[src/hw/rtl/nud_pkg.sv]
// Shared types and constants for the non-restoring unsigned divider.
`default_nettype none
package nud_pkg;

    localparam int unsigned DATA_WIDTH_DEF = 96;
    localparam int unsigned LOW_W          = 64;
    localparam int unsigned HIGH_W         = 32;
    localparam int unsigned IN_TDATA_W     = 2 * (LOW_W + HIGH_W);
    localparam int unsigned OUT_TDATA_W    = 2 * (LOW_W + HIGH_W);

    // controls broadcast to every cell of the remainder row
    typedef struct packed {
        logic load;   // take a new divisor, clear partial remainder
        logic step;   // shift left by one and add/subtract
        logic sub;    // subtract the divisor (else add)
    } cell_ctrl_t;

    typedef enum logic [3:0] {
        ST_IDLE = 4'b0001,
        ST_RUN  = 4'b0010,
        ST_FIX  = 4'b0100,
        ST_HOLD = 4'b1000
    } state_t;

endpackage
`default_nettype wire

[src/hw/rtl/nud_cell.sv]
// One bit slice of the partial remainder and divisor with its full adder.
`default_nettype none
module nud_cell (
    input  wire                 aclk,
    input  nud_pkg::cell_ctrl_t ctrl,
    input  wire                 d_load,
    input  wire                 p_in,
    input  wire                 c_in,
    output logic                p_out,
    output logic                sum_out,
    output logic                c_out
);
    import nud_pkg::*;

    logic p_reg;
    logic d_reg;
    logic s;
    logic b;

    assign s       = ctrl.step ? p_in : p_reg;
    assign b       = d_reg ^ ctrl.sub;
    assign sum_out = s ^ b ^ c_in;
    assign c_out   = (s & b) | (c_in & (s ^ b));
    assign p_out   = p_reg;

    always_ff @(posedge aclk) begin
        if (ctrl.load) begin
            p_reg <= 1'b0;
            d_reg <= d_load;
        end else if (ctrl.step) begin
            p_reg <= sum_out;
        end
    end

endmodule
`default_nettype wire

[src/hw/rtl/nonrestoring_unsigned_divider.sv]
// Top level of the non-restoring unsigned divider.
// Unsigned DATA_WIDTH-bit division, one quotient bit per cycle through a row of
// DATA_WIDTH+1 one-bit remainder cells sharing a ripple carry. An item runs one
// add/subtract step per quotient bit in ST_RUN, passes ST_FIX, and in ST_HOLD
// loads the result register with the corrected remainder; a stalled m_ side
// keeps it in ST_HOLD. A zero divisor skips the steps, sets m_tuser and gives
// zeros. One item is in flight at a time; a new item is accepted while the
// previous result still waits on the m_ side.
`default_nettype none
module nonrestoring_unsigned_divider #(
    parameter int unsigned DATA_WIDTH = nud_pkg::DATA_WIDTH_DEF
) (
    input  wire                              aclk,
    input  wire                              aresetn,
    input  wire                              s_tvalid,
    output logic                             s_tready,
    // dividend_low, dividend_high, divisor_low, divisor_high
    input  wire  [nud_pkg::IN_TDATA_W-1:0]   s_tdata,
    output logic                             m_tvalid,
    input  wire                              m_tready,
    // quotient_low, quotient_high, remainder_low, remainder_high
    output logic [nud_pkg::OUT_TDATA_W-1:0]  m_tdata,
    // divide_by_zero
    output logic                             m_tuser
);
    import nud_pkg::*;

    localparam int unsigned W  = DATA_WIDTH;
    localparam int unsigned HW = DATA_WIDTH - LOW_W;
    localparam int unsigned CW = $clog2(DATA_WIDTH);

    state_t                 state_reg, state_next;
    logic [CW-1:0]          cnt_reg, cnt_next;
    logic [W-1:0]           a_reg, a_next;
    logic                   dz_reg, dz_next;
    logic                   m_tvalid_reg, m_tvalid_next;
    logic [OUT_TDATA_W-1:0] m_tdata_reg, m_tdata_next;
    logic                   m_tuser_reg, m_tuser_next;

    logic [W-1:0] dividend;
    logic [W-1:0] divisor;
    logic         divisor_zero;
    logic         accept;
    logic         out_free;
    cell_ctrl_t   ctrl;
    logic [W:0]   p_vec;
    logic [W:0]   sum_vec;
    logic [W+1:0] carry;
    logic [W-1:0] rem;
    logic         sign;

    assign dividend     = {s_tdata[LOW_W +: HW], s_tdata[LOW_W-1:0]};
    assign divisor      = {s_tdata[LOW_W + HIGH_W + LOW_W +: HW],
                           s_tdata[LOW_W + HIGH_W +: LOW_W]};
    assign divisor_zero = (divisor == '0);

    assign s_tready = (state_reg == ST_IDLE);
    assign accept   = s_tvalid && s_tready;
    assign out_free = !m_tvalid_reg || m_tready;
    assign sign     = p_vec[W];

    assign ctrl.load = accept;
    assign ctrl.step = (state_reg == ST_RUN);
    assign ctrl.sub  = (state_reg == ST_RUN) ? ~sign : 1'b0;
    assign carry[0]  = ctrl.sub;

    genvar i;
    generate
        for (i = 0; i <= W; i++) begin : g_cell
            logic p_in;
            logic d_ld;
            if (i == 0) begin : g_first
                assign p_in = a_reg[W-1];
            end else begin : g_rest
                assign p_in = p_vec[i-1];
            end
            if (i < W) begin : g_dbit
                assign d_ld = divisor[i];
            end else begin : g_dtop
                assign d_ld = 1'b0;
            end
            nud_cell u_cell (
                .aclk    (aclk),
                .ctrl    (ctrl),
                .d_load  (d_ld),
                .p_in    (p_in),
                .c_in    (carry[i]),
                .p_out   (p_vec[i]),
                .sum_out (sum_vec[i]),
                .c_out   (carry[i+1])
            );
        end
    endgenerate

    // negative remainder gets the divisor added back
    assign rem = sign ? sum_vec[W-1:0] : p_vec[W-1:0];

    always_comb begin
        state_next    = state_reg;
        cnt_next      = cnt_reg;
        a_next        = a_reg;
        dz_next       = dz_reg;
        m_tvalid_next = m_tvalid_reg;
        m_tdata_next  = m_tdata_reg;
        m_tuser_next  = m_tuser_reg;
        if (m_tvalid_reg && m_tready) begin
            m_tvalid_next = 1'b0;
        end
        case (state_reg)
            ST_IDLE: begin
                if (accept) begin
                    a_next     = divisor_zero ? '0 : dividend;
                    dz_next    = divisor_zero;
                    cnt_next   = CW'(W - 1);
                    state_next = divisor_zero ? ST_FIX : ST_RUN;
                end
            end
            ST_RUN: begin
                a_next   = {a_reg[W-2:0], ~sum_vec[W]};
                cnt_next = cnt_reg - 1'b1;
                if (cnt_reg == '0) begin
                    state_next = ST_FIX;
                end
            end
            ST_FIX: begin
                state_next = ST_HOLD;
            end
            ST_HOLD: begin
                if (out_free) begin
                    m_tvalid_next = 1'b1;
                    m_tdata_next  = {HIGH_W'(rem[W-1:LOW_W]), rem[LOW_W-1:0],
                                     HIGH_W'(a_reg[W-1:LOW_W]), a_reg[LOW_W-1:0]};
                    m_tuser_next  = dz_reg;
                    state_next    = ST_IDLE;
                end
            end
            default: begin
                state_next = ST_IDLE;
            end
        endcase
    end

    always_ff @(posedge aclk) begin
        if (!aresetn) begin
            state_reg    <= ST_IDLE;
            m_tvalid_reg <= 1'b0;
        end else begin
            state_reg    <= state_next;
            m_tvalid_reg <= m_tvalid_next;
        end
        cnt_reg     <= cnt_next;
        a_reg       <= a_next;
        dz_reg      <= dz_next;
        m_tdata_reg <= m_tdata_next;
        m_tuser_reg <= m_tuser_next;
    end

    assign m_tvalid = m_tvalid_reg;
    assign m_tdata  = m_tdata_reg;
    assign m_tuser  = m_tuser_reg;

endmodule
`default_nettype wire

[config.mk]
export PLATFORM = sky130hd
export DESIGN_NAME = nonrestoring_unsigned_divider
export DESIGN_NICKNAME = d
export VERILOG_FILES = /design/src/hw/rtl/nud_pkg.sv /design/src/hw/rtl/nud_cell.sv /design/src/hw/rtl/nonrestoring_unsigned_divider.sv
export SDC_FILE = /design/constraint.sdc
export NUM_CORES = 1
export LEC_CHECK = 0
export BUFFER_PORTS_ARGS = -buffer_cell sky130_fd_sc_hd__buf_2
export CAP_MARGIN = 20
export CORE_ASPECT_RATIO = 0.75
export CORE_MARGIN = 1.5
export CORE_UTILIZATION = 55
export CTS_CLUSTER_SIZE = 25
export DETAILED_ROUTE_END_ITERATION = 12
export GPL_TIMING_DRIVEN = 0
export HOLD_SLACK_MARGIN = 0.02
export PLACE_DENSITY = 0.79
export REMOVE_ABC_BUFFERS = 1
export SYNTH_ARGS = -nofsm -noshare
export SYNTH_HDL_FRONTEND = slang
export SYNTH_SLANG_ARGS = --single-unit
[constraint.sdc]
create_clock -name aclk -period 50.2 [get_ports aclk]
set_clock_uncertainty 0.2 [all_clocks]
set_input_delay 2.51 -clock aclk [delete_from_list [all_inputs] [get_ports aclk]]
set_output_delay 2.51 -clock aclk [all_outputs]
set_load 0.02 [all_outputs]
==> summary.md, run 1 <==
The flow ran to the end, and the final reports show no timing, DRC or antenna violations. TritonCTS built the clock tree. Once the clock tree was built, the resizer swapped 0 gates to a different size. The pre-antenna-repair detailed-routing pass consisted of 5 iterations. Counting every instance in the synthesized netlist gives 1738. Most numerous cell on the critical path: fa_1. The type of element launching the critical path was a flip-flop.

In the final design database the tool counted 2409 nets. The largest individual stage delay along the critical path comes from the cell or4b_4. In this run, synthesis inferred 393 flip-flops with an integrated enable.

The sequential share of the synthesized area was 0.633; the static power due to leakage was 0.0107 uW. The tools report the detailed router's first-iteration violation count as 1222. The worst setup path is of the flip-flop to flip-flop kind.

The logs give 0 for the remaining number of nets flagged by the antenna check after routing and 0.863 for the weighted congestion reported at the end of routability-driven placement. The die span in y was 176 um; the areal power density over the cells was 38.9 nW/um2. The most used flip-flop cell after synthesis is edfxtp_1. Setup repair after global routing left no endpoint under its margin.

Summing over every cut layer, the via total after detailed routing is 14600. For the warning count from the yosys run, the log shows 0. In this run, distinct cell masters in the synthesized netlist total 47. The remaining routing DRC violations came out at 0.

The tools report the number of antenna violations at the first check in global routing as 5. The total clock buffers created by CTS is 49, and the via count of the first global-routing pass is 14600. The worst register-to-register path ends at a_reg[0]. The clock reaches the later pin of the worst-skew pair after 0.57 ns. The initialized floorplan defines 63 standard-cell rows.

The run gives 0.336 as the relative slew slack. Once the clock tree was built, the setup fixing pass inserted 0 buffers. Including well taps, the total number of placed cells is 2585. No sink is reached through more buffers than the 3 on the longest clock path. The total clock sinks is 495, and the number of flip-flops in the largest register is 192. The tools report the wire length of the first global-routing pass as 78900 um. The logs give 0.667 for the fraction of the core area covered by cells at the end of the flow and 0 for the number of slew-limit violations in the final report. In this run, post-CTS hold repair placed 0 buffers. In this run, synthesis produced a sequential element count of 495. The startpoint identified for the worst hold timing path is a_reg[78]. For the H-tree depth, the log shows 2.

The residual overflow from global routing was 0. The worst supply voltage drop on vdd came out at 0.0277 mV. The tools report the total routing usage reported by global routing as 0.249.

Sum of negative setup slack: 0 ns. In this run the count of I/O pins placed on the die edge is 391. Hold is met by 0.238 ns.

Along the worst path, the maximum fanout reaches 82. The peak per-stage delay on the critical path is 0.93 ns, and the core area is 39300 um2. Area overhead of the layout relative to synthesis: 20.0%. The sort of element at the end of the critical path is a flip-flop. Dividing the detail-routed via count by the number of cells gives 5.43. The run gives 51400 um as the wire length after detailed routing. Entering global routing, the biggest net connects 98 pins. The count of cells in the finished layout, fillers not included, comes to 2682. Dividing the detail-routed wire length by the instance count gives 19.2 um. The tool flagged a number of max-cap violations equal to 0. The starting utilization of the core area is 0.556. Setup-violating endpoint count in the final report: 0. The tools report the reg-to-reg startpoint as state_reg[3].

Horizontal die dimension: 233 um. Based on the critical path, the design can be clocked at up to 23.0 MHz. Total power for the finished layout comes to 1020 uW. The portion of the clock cycle consumed by the worst path in the final layout is 0.867, and the async set or reset register ratio after synthesis is 0. The root buffer cell is clkbuf_16. The internal reg-to-reg setup slack was 6.70 ns; the summed instance area of the synthesized netlist was 21900 um2. The die covers 41000 um2. For the pin with the worst max-slew slack, the measured transition is 0.996 ns.

The share of post-route cells with drive strength above 1 came out at 0.279. The worst hold path belongs to the class flip-flop to flip-flop. The path with the worst hold slack has its endpoint at m_tdata[78]. At the worst endpoint, the required time is 50.26 ns.

Clock-pin slew was measured on the worst setup and hold paths at 0.06 ns. Once detailed placement completed, the half-perimeter wirelength came to 36000 um. The path depth of the worst reg2reg path came out at 106. The logs give 0 for the number of hold violations in the final report and 43.57 ns for the critical path arrival. The smallest clock period supported by the final layout is computed as 43.50 ns. The worst hold path depth works out to 0. The number of input and output port buffers inserted is 390, and the mean instance size in the synthesized netlist is 12.6 um2.
-- synthesized netlist by cell type, types with 2 or more instances --
| cell type | instances | share of area |
|---|---|---|
| a211oi_1 | 5 | 0.0017 |
| a21oi_1 | 95 | 0.022 |
| and2_1 | 2 | 0.00057 |
| buf_1 | 4 | 0.00069 |
| buf_2 | 15 | 0.0034 |
| buf_4 | 9 | 0.0031 |
| buf_6 | 6 | 0.0031 |
| clkbuf_1 | 59 | 0.010 |
| clkbuf_2 | 6 | 0.0014 |
| dfxtp_1 | 102 | 0.093 |
| edfxtp_1 | 393 | 0.54 |
| fa_1 | 95 | 0.087 |
| ha_1 | 2 | 0.0011 |
| inv_1 | 6 | 0.0010 |
| mux2_2 | 92 | 0.047 |
| mux2i_1 | 4 | 0.0018 |
| nand2_1 | 568 | 0.097 |
| nand4_1 | 6 | 0.0017 |
| nor2_1 | 11 | 0.0019 |
| nor2b_1 | 3 | 0.00086 |
| nor3_1 | 2 | 0.00046 |
| nor4_1 | 24 | 0.0069 |
| nor4b_1 | 2 | 0.00080 |
| nor4b_2 | 2 | 0.0014 |
| o21ai_0 | 99 | 0.023 |
| o21ai_1 | 3 | 0.00069 |
| xnor2_1 | 8 | 0.0032 |
| xor2_1 | 96 | 0.038 |
-- layer usage --
layer	track usage	up-vias	routed length (um)
met5	0	-	0
li1	-	6770	-
met3	0.0539	93	4000
met1	0.335	7107	21200
met2	0.402	580	24800
met4	0.0890	0	1500
-- power by group --
part / leakage (uW) / internal (uW) / switching, uW
clock: 0.000769 / 204 / 152
combinational: 0.00545 / 70.2 / 89.9
sequential: 0.00447 / 486 / 19.8
-- final cells by class --
| cell class | count | area [um2] |
|---|---|---|
| repair buffers | 426 | 2600 |
| clock buffers | 60 | 1300 |
| well taps | 520 | 651 |
| clock inverters | 29 | 253 |
| multi-input cells | 1138 | 7570 |
| flip-flops and latches | 495 | 13800 |
| diodes | 8 | 20.0 |
| inverters | 6 | 22.5 |
| fillers | 2776 | 13100 |
-- cells by family after synthesis --
group                      share of synthesized area
AOI/OAI and AO/OA                             0.0497
xor gates and xnor gates                      0.0416
adders and majority gates                     0.0881
buffers and inverters                         0.0228
DFF                                            0.633
muxes                                         0.0492
and+or+nand+nor                                0.116
-- critical path: cells and delay by family, from the launching register on --
family / cells / cell delay (ns)
AO/OA/AOI/OAI: 1 / 0.10
XOR/XNOR: 3 / 0.70
adder cells (fa/ha/maj): 95 / 39.37
buffers and inverters: 5 / 0.85
flip-flops: 1 / 0.39
AND/OR/NAND/NOR: 2 / 1.51
-- layout by cell type (no fill, tap or decap), drive strengths merged, types with 12 or more instances in the layout --
cell type and instances:
mux2 92, dfxtp 102, xor2 96, nand2 568
nor4 25, edfxtp 393, nor2 12, a21oi 95
clkbuf 60, clkinv 21, fa 95, o21ai 102
buf 426
-- per-stage QoR --
step,area [um2],worst slack (ns)
6_report,26300,6.70
5_1_grt,26200,5.28
2_1_floorplan,21400,-1.25
4_1_cts,26200,6.43
3_5_place_dp,24700,6.70
3_3_place_gp,24000,-9.93
-- worst max path at each step --
stage,endpoint,slack [ns],from
3_5_place_dp,a_reg[0],6.70,state_reg[1]
4_1_cts,a_reg[0],6.43,state_reg[3]
6_report,a_reg[0],6.70,state_reg[3]
2_1_floorplan,g_cell[96].u_cell.p_out,-1.25,state_reg[1]
5_1_grt,a_reg[0],5.28,state_reg[1]
3_3_place_gp,g_cell[96].u_cell.p_out,-9.93,state_reg[1]
No activity file was read; power rests on OpenSTA's default activity.
==> inputs of run 2 (changes only) <==
Settings changed: CORE_ASPECT_RATIO 0.75 to 1.2, CORE_UTILIZATION 55 to 56, PLACE_DENSITY 0.79 to 0.8.
==> run 2 against run 1 <==
Register-to-register slack improved by 0.30 ns. Die area decreased by 1.8%. Critical path depth decreased by 1. Non-clock buffer count decreased by 1. Core utilization increased by 1.5 points. Highest routed layer is now met5. Via count decreased by 0.18%. Setup slack improved by 0.30 ns.
==> summary.md, run 2 (synthesis gave the netlist of run 1 again) <==
Including well taps, the total number of placed cells is 2590. Critical register-to-register path endpoint: a_reg[0]. After clock tree synthesis, the clock-pin slew on the worst setup and hold paths is 0.07 ns.

The H-tree depth is 2. The run gives 5 as the number of search-and-repair iterations in the first detailed-routing pass. The worst setup path is of the flip-flop to flip-flop kind. The area overhead of the layout relative to synthesis was 20.5%.

For this design the ratio of total power to cell area is 39.5 nW/um2. Derived from the worst setup path, the maximum achievable clock frequency is 23.1 MHz. For the number of hold violations in the final report, the log shows 0. The pin count of the biggest net entering global routing was 98.

The largest single stage delay on the critical path is 0.84 ns. Setup violations remaining at the end of the flow were counted as 0. Buffers inserted during clock tree synthesis total 49. Total routing usage reported by global routing: 0.252. The static power due to leakage is 0.0107 uW.

The tools report the root buffer cell as clkbuf_16. The total number of vias is 14500, and the final HPWL from detailed placement is 35600 um. Timing analysis after detailed placement gives a worst setup slack of 6.97 ns. The transition time at the pin with the least slew margin came out at 0.885 ns. In this run the most critical hold path is launched from dz_reg. Counting cells, the worst reg-to-reg path comes to 105. Using the TritonRoute via totals, the vias-per-cell ratio works out to 5.41. The portion of the clock cycle consumed by the worst path in the final layout was 0.861; the internal reg-to-reg setup slack was 7.00 ns.

Data arrives at the worst endpoint at 43.26 ns. Number of hold buffers added after cts: 0. The register with the most flip-flops in the layout has 192 of them. The number of slew-limit violations in the final report was 0; the wire length of the first global-routing pass was 77900 um.

The run gives 38600 um2 as the core area. The via count of the first global-routing pass came out at 14600. The post-layout net count is 2408.

Gates resized during post-CTS repair numbered 0. The leading cell type in the layout, fill and taps excluded is nand2_1. The tools report the data required time at the worst endpoint as 50.26 ns. The detailed router finished its first iteration with 1119 violations. The floorplan step defined a die boundary enclosing 40300 um2. The final critical path time including I/O delays and setup is 43.20 ns.

After detailed routing, the number of remaining DRC violations is 0. Share of post-route cells with drive strength above 1: 0.278. The number of standard cells in the final layout excluding fillers was 2686. Wires add up to 50900 um. Routability-driven placement finished with a final weighted congestion of 0.813.

Along the worst hold path, the cell count comes to 0. The logs give 0 for the remaining number of nets flagged by the antenna check after routing and 10 for the number of antenna violations at the first check in global routing. Across the run, the number of max-cap violations was 0.

Type of element launching the critical path: a flip-flop. Row generation in the floorplan step produced 79 rows. The flow ran to the end, and the final reports show no timing, DRC or antenna violations.

In this run the vertical extent of the chip is 220 um. The starting utilization of the core area was 0.566; the total I/O pin count was 391. The launch point of the critical path was state_reg[1]. The most numerous cell on the critical path is fa_1. The residual overflow from global routing was 0. The library cells used most frequently in the layout, excluding fill and tap cells, are nand2_1 (568), edfxtp_1 (393), buf_2 (390). The relative slew slack was 0.410. Worst supply voltage drop on vdd: 0.0284 mV. For the total clock sinks, the log shows 495.

Setup slack closes at 7.00 ns. Worst-path cell with the longest stage delay: or4b_4. Input and output buffers added on the ports amount to 390. The worst hold path class was flip-flop to flip-flop.

In this run the critical register-to-register path is launched from state_reg[1]. The clock passes through at most 3 buffers. The run gives 0 as the number of setup buffers added after CTS.

TritonCTS built the clock tree. Dividing the detail-routed wire length by the instance count gives 18.9 um. The die is 183 um wide. The clock insertion delay at the later pin of the skew report came out at 0.57 ns. The highest net fanout along the worst path came out at 69.

Setup repair after global routing left no endpoint under its margin. STA classifies the critical path endpoint as a flip-flop. The worst hold path terminates at m_tuser.

The worst hold margin is 0.230 ns.
[run 2: cell types whose count changed in the layout (fill, tap and decap cells not counted), moves of 2 or more]
cell / delta
bufinv_16: +2
clkbuf_1: +3
clkbuf_16: +2
buf_16: +2
clkinv_4: +2
clkinv_2: -7
[run 2: power by group]
group          switching, uW  internal [uW]
sequential              19.0            486
combinational           91.2           70.9
clock                    153            221
[run 2: worst max-delay path by stage]
| stage | end | cells past startpoint | slack (ns) |
|---|---|---|---|
| 2_1_floorplan | g_cell[96].u_cell.p_out | 105 | -1.25 |
| 3_3_place_gp | g_cell[96].u_cell.p_out | 105 | -9.65 |
| 3_5_place_dp | a_reg[0] | 105 | 6.97 |
| 4_1_cts | a_reg[0] | 105 | 6.76 |
| 5_1_grt | a_reg[0] | 105 | 5.65 |
| 6_report | a_reg[0] | 105 | 7.00 |
[run 2: layout make-up]
class / count / area, um2
diodes: 7 / 17.5
clock buffers: 65 / 1360
clock inverters: 24 / 283
fillers: 2630 / 12300
inverters: 6 / 22.5
multi-input cells: 1138 / 7570
flip-flops and latches: 495 / 13800
well taps: 526 / 658
repair buffers: 425 / 2610
[run 2: critical path, delay by kind of cell, from the launching register on]
family	cells	cell delay (ns)
xor+xnor	3	0.76
flops	1	0.47
compound gates	1	0.11
fa+ha+maj	95	39.27
simple gates	2	1.51
buf+inv	4	0.53
[run 2: metal layers]
| layer | share of wire | global-route usage | vias to the layer above |
|---|---|---|---|
| li1 | - | - | 6769 |
| met5 | 0.00085 | 0 | - |
| met2 | 0.52 | 0.448 | 605 |
| met3 | 0.079 | 0.0588 | 117 |
| met1 | 0.36 | 0.288 | 7027 |
| met4 | 0.041 | 0.114 | 6 |
[run 2: per-stage QoR]
stage	area, um2	util	TNS, ns	total power, uW
floorplan	21400	-	-4.85	624
global placement	24000	0.621	-209.32	669
detailed placement	24700	0.639	0	674
CTS	26300	0.682	0	1050
global route	26400	0.682	0	1080
finish	26400	0.682	0	1040
==> inputs of run 3 (changes only) <==
--- a/config.mk
+++ b/config.mk
@@ -11,3 +11,3 @@
 export CORE_MARGIN = 1.5
-export CORE_UTILIZATION = 56
+export CORE_UTILIZATION = 57
 export CTS_CLUSTER_SIZE = 25
@@ -16,3 +16,3 @@
 export HOLD_SLACK_MARGIN = 0.02
-export PLACE_DENSITY = 0.8
+export PLACE_DENSITY = 0.81
 export REMOVE_ABC_BUFFERS = 1
@@ -20,2 +20,3 @@
 export SYNTH_HDL_FRONTEND = slang
+export SYNTH_HIERARCHICAL = 1
 export SYNTH_SLANG_ARGS = --single-unit
==> constraint.sdc (replaced) <==
create_clock -name aclk -period 50.2 [get_ports aclk]
set_clock_uncertainty 0.2 [all_clocks]
set_input_delay 15.06 -clock aclk [delete_from_list [all_inputs] [get_ports aclk]]
set_output_delay 15.06 -clock aclk [all_outputs]
set_load 0.02 [all_outputs]
==> run 3 against run 2 <==
Maximum frequency shrank 9.4%. Largest cell class unchanged. First-iteration DRC count shrank 14%. Final cell count grew 4.5%. Clock power grew 5.6%. Critical path type unchanged.
==> summary.md, run 3 <==
The floorplan step defined a die boundary enclosing 41600 um2. Count of buffering cells on the critical path with inverters included: 195. The run gives 86800 um as the wire length of the first global-routing pass. Leaving out fill and tap cells, the most frequent cell in the layout is edfxtp_1. The worst supply voltage drop on vdd was 0.0337 mV; the total design power was 1140 uW. Entering global routing, the biggest net connects 107 pins. Transition time at the pin with the least slew margin: 0.800 ns. During I/O placement, the number of pins put on the boundary was 391.

The run gives 3 as the maximum buffer depth of the clock tree. After detailed routing, the number of remaining DRC violations is 0. H-tree depth: 2.

The worst path meets setup with 2.51 ns of slack. Worst-path cell with the longest stage delay: or4b_4. The areal power density over the cells works out to 40.5 nW/um2. The tools report the sum of negative setup slack as 0 ns.

The critical setup path kind was flip-flop to flip-flop. The library cells used most frequently in the layout, excluding fill and tap cells, are edfxtp_1 (394), buf_2 (390), inv_1 (262). TritonCTS built the clock tree.

Among the stages of the critical path, the cell type that occurs most often is inv_1. The total area inside the core boundary comes to 39700 um2. The mean instance size in the synthesized netlist is 12.9 um2. The cell family contributing the most delay on the critical path is adder cells. The tools report the number of antenna violations at the first check in global routing as 11. The summed instance area of the synthesized netlist was 23000 um2. The tools report the count of maximum capacitance violations as 0. The number of slew-limit violations in the final report is 0, and the clock-pin slew of the registers on the worst-case setup and hold paths is 0.07 ns. For the total routing usage reported by global routing, the log shows 0.272.

The detailed router placed 15200 vias in this run. The run finished with clean final reports. For the post-placement worst setup slack, the log shows -4.16 ns.

Clock tree synthesis inserted a total of 50 buffers. The weighted congestion reported at the end of routability-driven placement was 0.829; the total area of sequential cells was 13900 um2. Of all nets on the critical path, the largest fanout is 3. The register with the most flip-flops in the layout has 192 of them. The multi-input gate area in the final layout is 8020 um2, and the number of input and output port buffers inserted is 390.

The post-layout net count is 2516. Relative to the synthesized area, the layout overhead comes to 22.5%. The instance count after placement with tap cells included was 2680. The share of post-route cells with drive strength above 1 was 0.335. Once detail routing completed, the nets flagged for antenna violations numbered 0. The type of element launching the critical path is a flip-flop. The number of vias per cell after detailed routing is 5.41. In this run the worst hold path is classified as flip-flop to flip-flop. The run gives 496 as the total clock sinks.

The die is 223 um tall. Via count of the first global-routing pass: 15700. The total overflow left after global routing is 0. The logs give 0.579 for the starting utilization of the core area and 35800 um for the final HPWL from detailed placement. For the data required time at the worst endpoint, the log shows 50.32 ns. The number of hold violations in the final report is 0. For this run, the top clock speed supported by timing is 21.0 MHz. The final critical path time including I/O delays and setup was 47.69 ns. The tools report the clock insertion delay at the later pin of the skew report as 0.58 ns.

Summed over all layers, the routed wires come to 56900 um. After the flow finishes, the layout carries non-filler instances totaling 2808. On the worst path, the slowest cell contributes a delay of 0.59 ns. Summed over all cells, the static leakage comes to 0.0110 uW. Sort of element at the end of the critical path: a flip-flop.

The run gives 1782 as the number of instances in the synthesized netlist. The detailed router's first-iteration violation count came out at 967. The warning count from the yosys run was 6; the portion of the clock cycle consumed by the worst path in the final layout was 0.950.

The run gives 0 as the number of hold buffers added after cts. Setup violations remaining at the end of the flow were counted as 0. The number of filler instances in the final layout is 2682. The tools report the relative slew slack as 0.462. From left edge to right edge, the die measures 186 um. The number of search-and-repair iterations in the first detailed-routing pass came out at 5. Clock tree synthesis selected as its root buffer the cell clkbuf_16.

The floorplan has 80 rows. The tools report the critical path arrival as 47.81 ns. Dividing the detail-routed wire length by the instance count gives 20.2 um.
## run 3: path summary, 6_finish.rpt
kind                      from  endpoint  slack (ns)  depth (start not counted)
hold reg to reg         dz_reg   m_tuser        0.22                          0
setup / recovery  state_reg[3]  a_reg[0]        2.51                        295
hold / removal          dz_reg   m_tuser        0.22                          0
setup reg to reg  state_reg[3]  a_reg[0]        2.51                        295
## run 3: layout make-up
class / instances / share of cell area
repair buffers: 426 / 0.0943
well taps: 533 / 0.0237
multi-input cells: 949 / 0.285
inverters: 295 / 0.0401
diodes: 12 / 0.00107
repair inverters: 3 / 0.000933
clock inverters: 30 / 0.0115
clock buffers: 64 / 0.0507
flip-flops and latches: 496 / 0.493
## run 3: metrics by stage
step | util | area, um2 | hold slack (ns)
final | 0.709 | 28200 | 0.223
after CTS | 0.706 | 28000 | 0.223
after global placement | 0.638 | 25400 | 0.202
after floorplan | - | 22700 | 0.200
after global routing | 0.709 | 28200 | 0.228
after detailed placement | 0.651 | 25900 | 0.209
## run 3: routing by layer
| metal | vias to the layer above | wire length (um) | GRT usage |
|---|---|---|---|
| met1 | 7450 | 21000 | 0.322 |
| li1 | 7010 | - | - |
| met3 | 112 | 5370 | 0.0840 |
| met2 | 620 | 28800 | 0.471 |
| met5 | - | 32 | 0 |
| met4 | 6 | 1650 | 0.0944 |
## run 3: power breakdown
group | switching, uW | internal (uW) | leakage (uW) | total (uW)
clock network | 160 | 236 | 0.000864 | 396
logic | 128 | 101 | 0.00561 | 229
registers | 25.6 | 491 | 0.00449 | 517
total | 313 | 828 | 0.0110 | 1140
## run 3: what timing repair did
| item | CTS | global route |
|---|---|---|
| gates resized for setup | 69 | 53 |
| gates cloned | 10 | 0 |
| setup endpoints to repair | 18 | 12 |
| pin swaps | 17 | 33 |
| setup buffers | 11 | 3 |
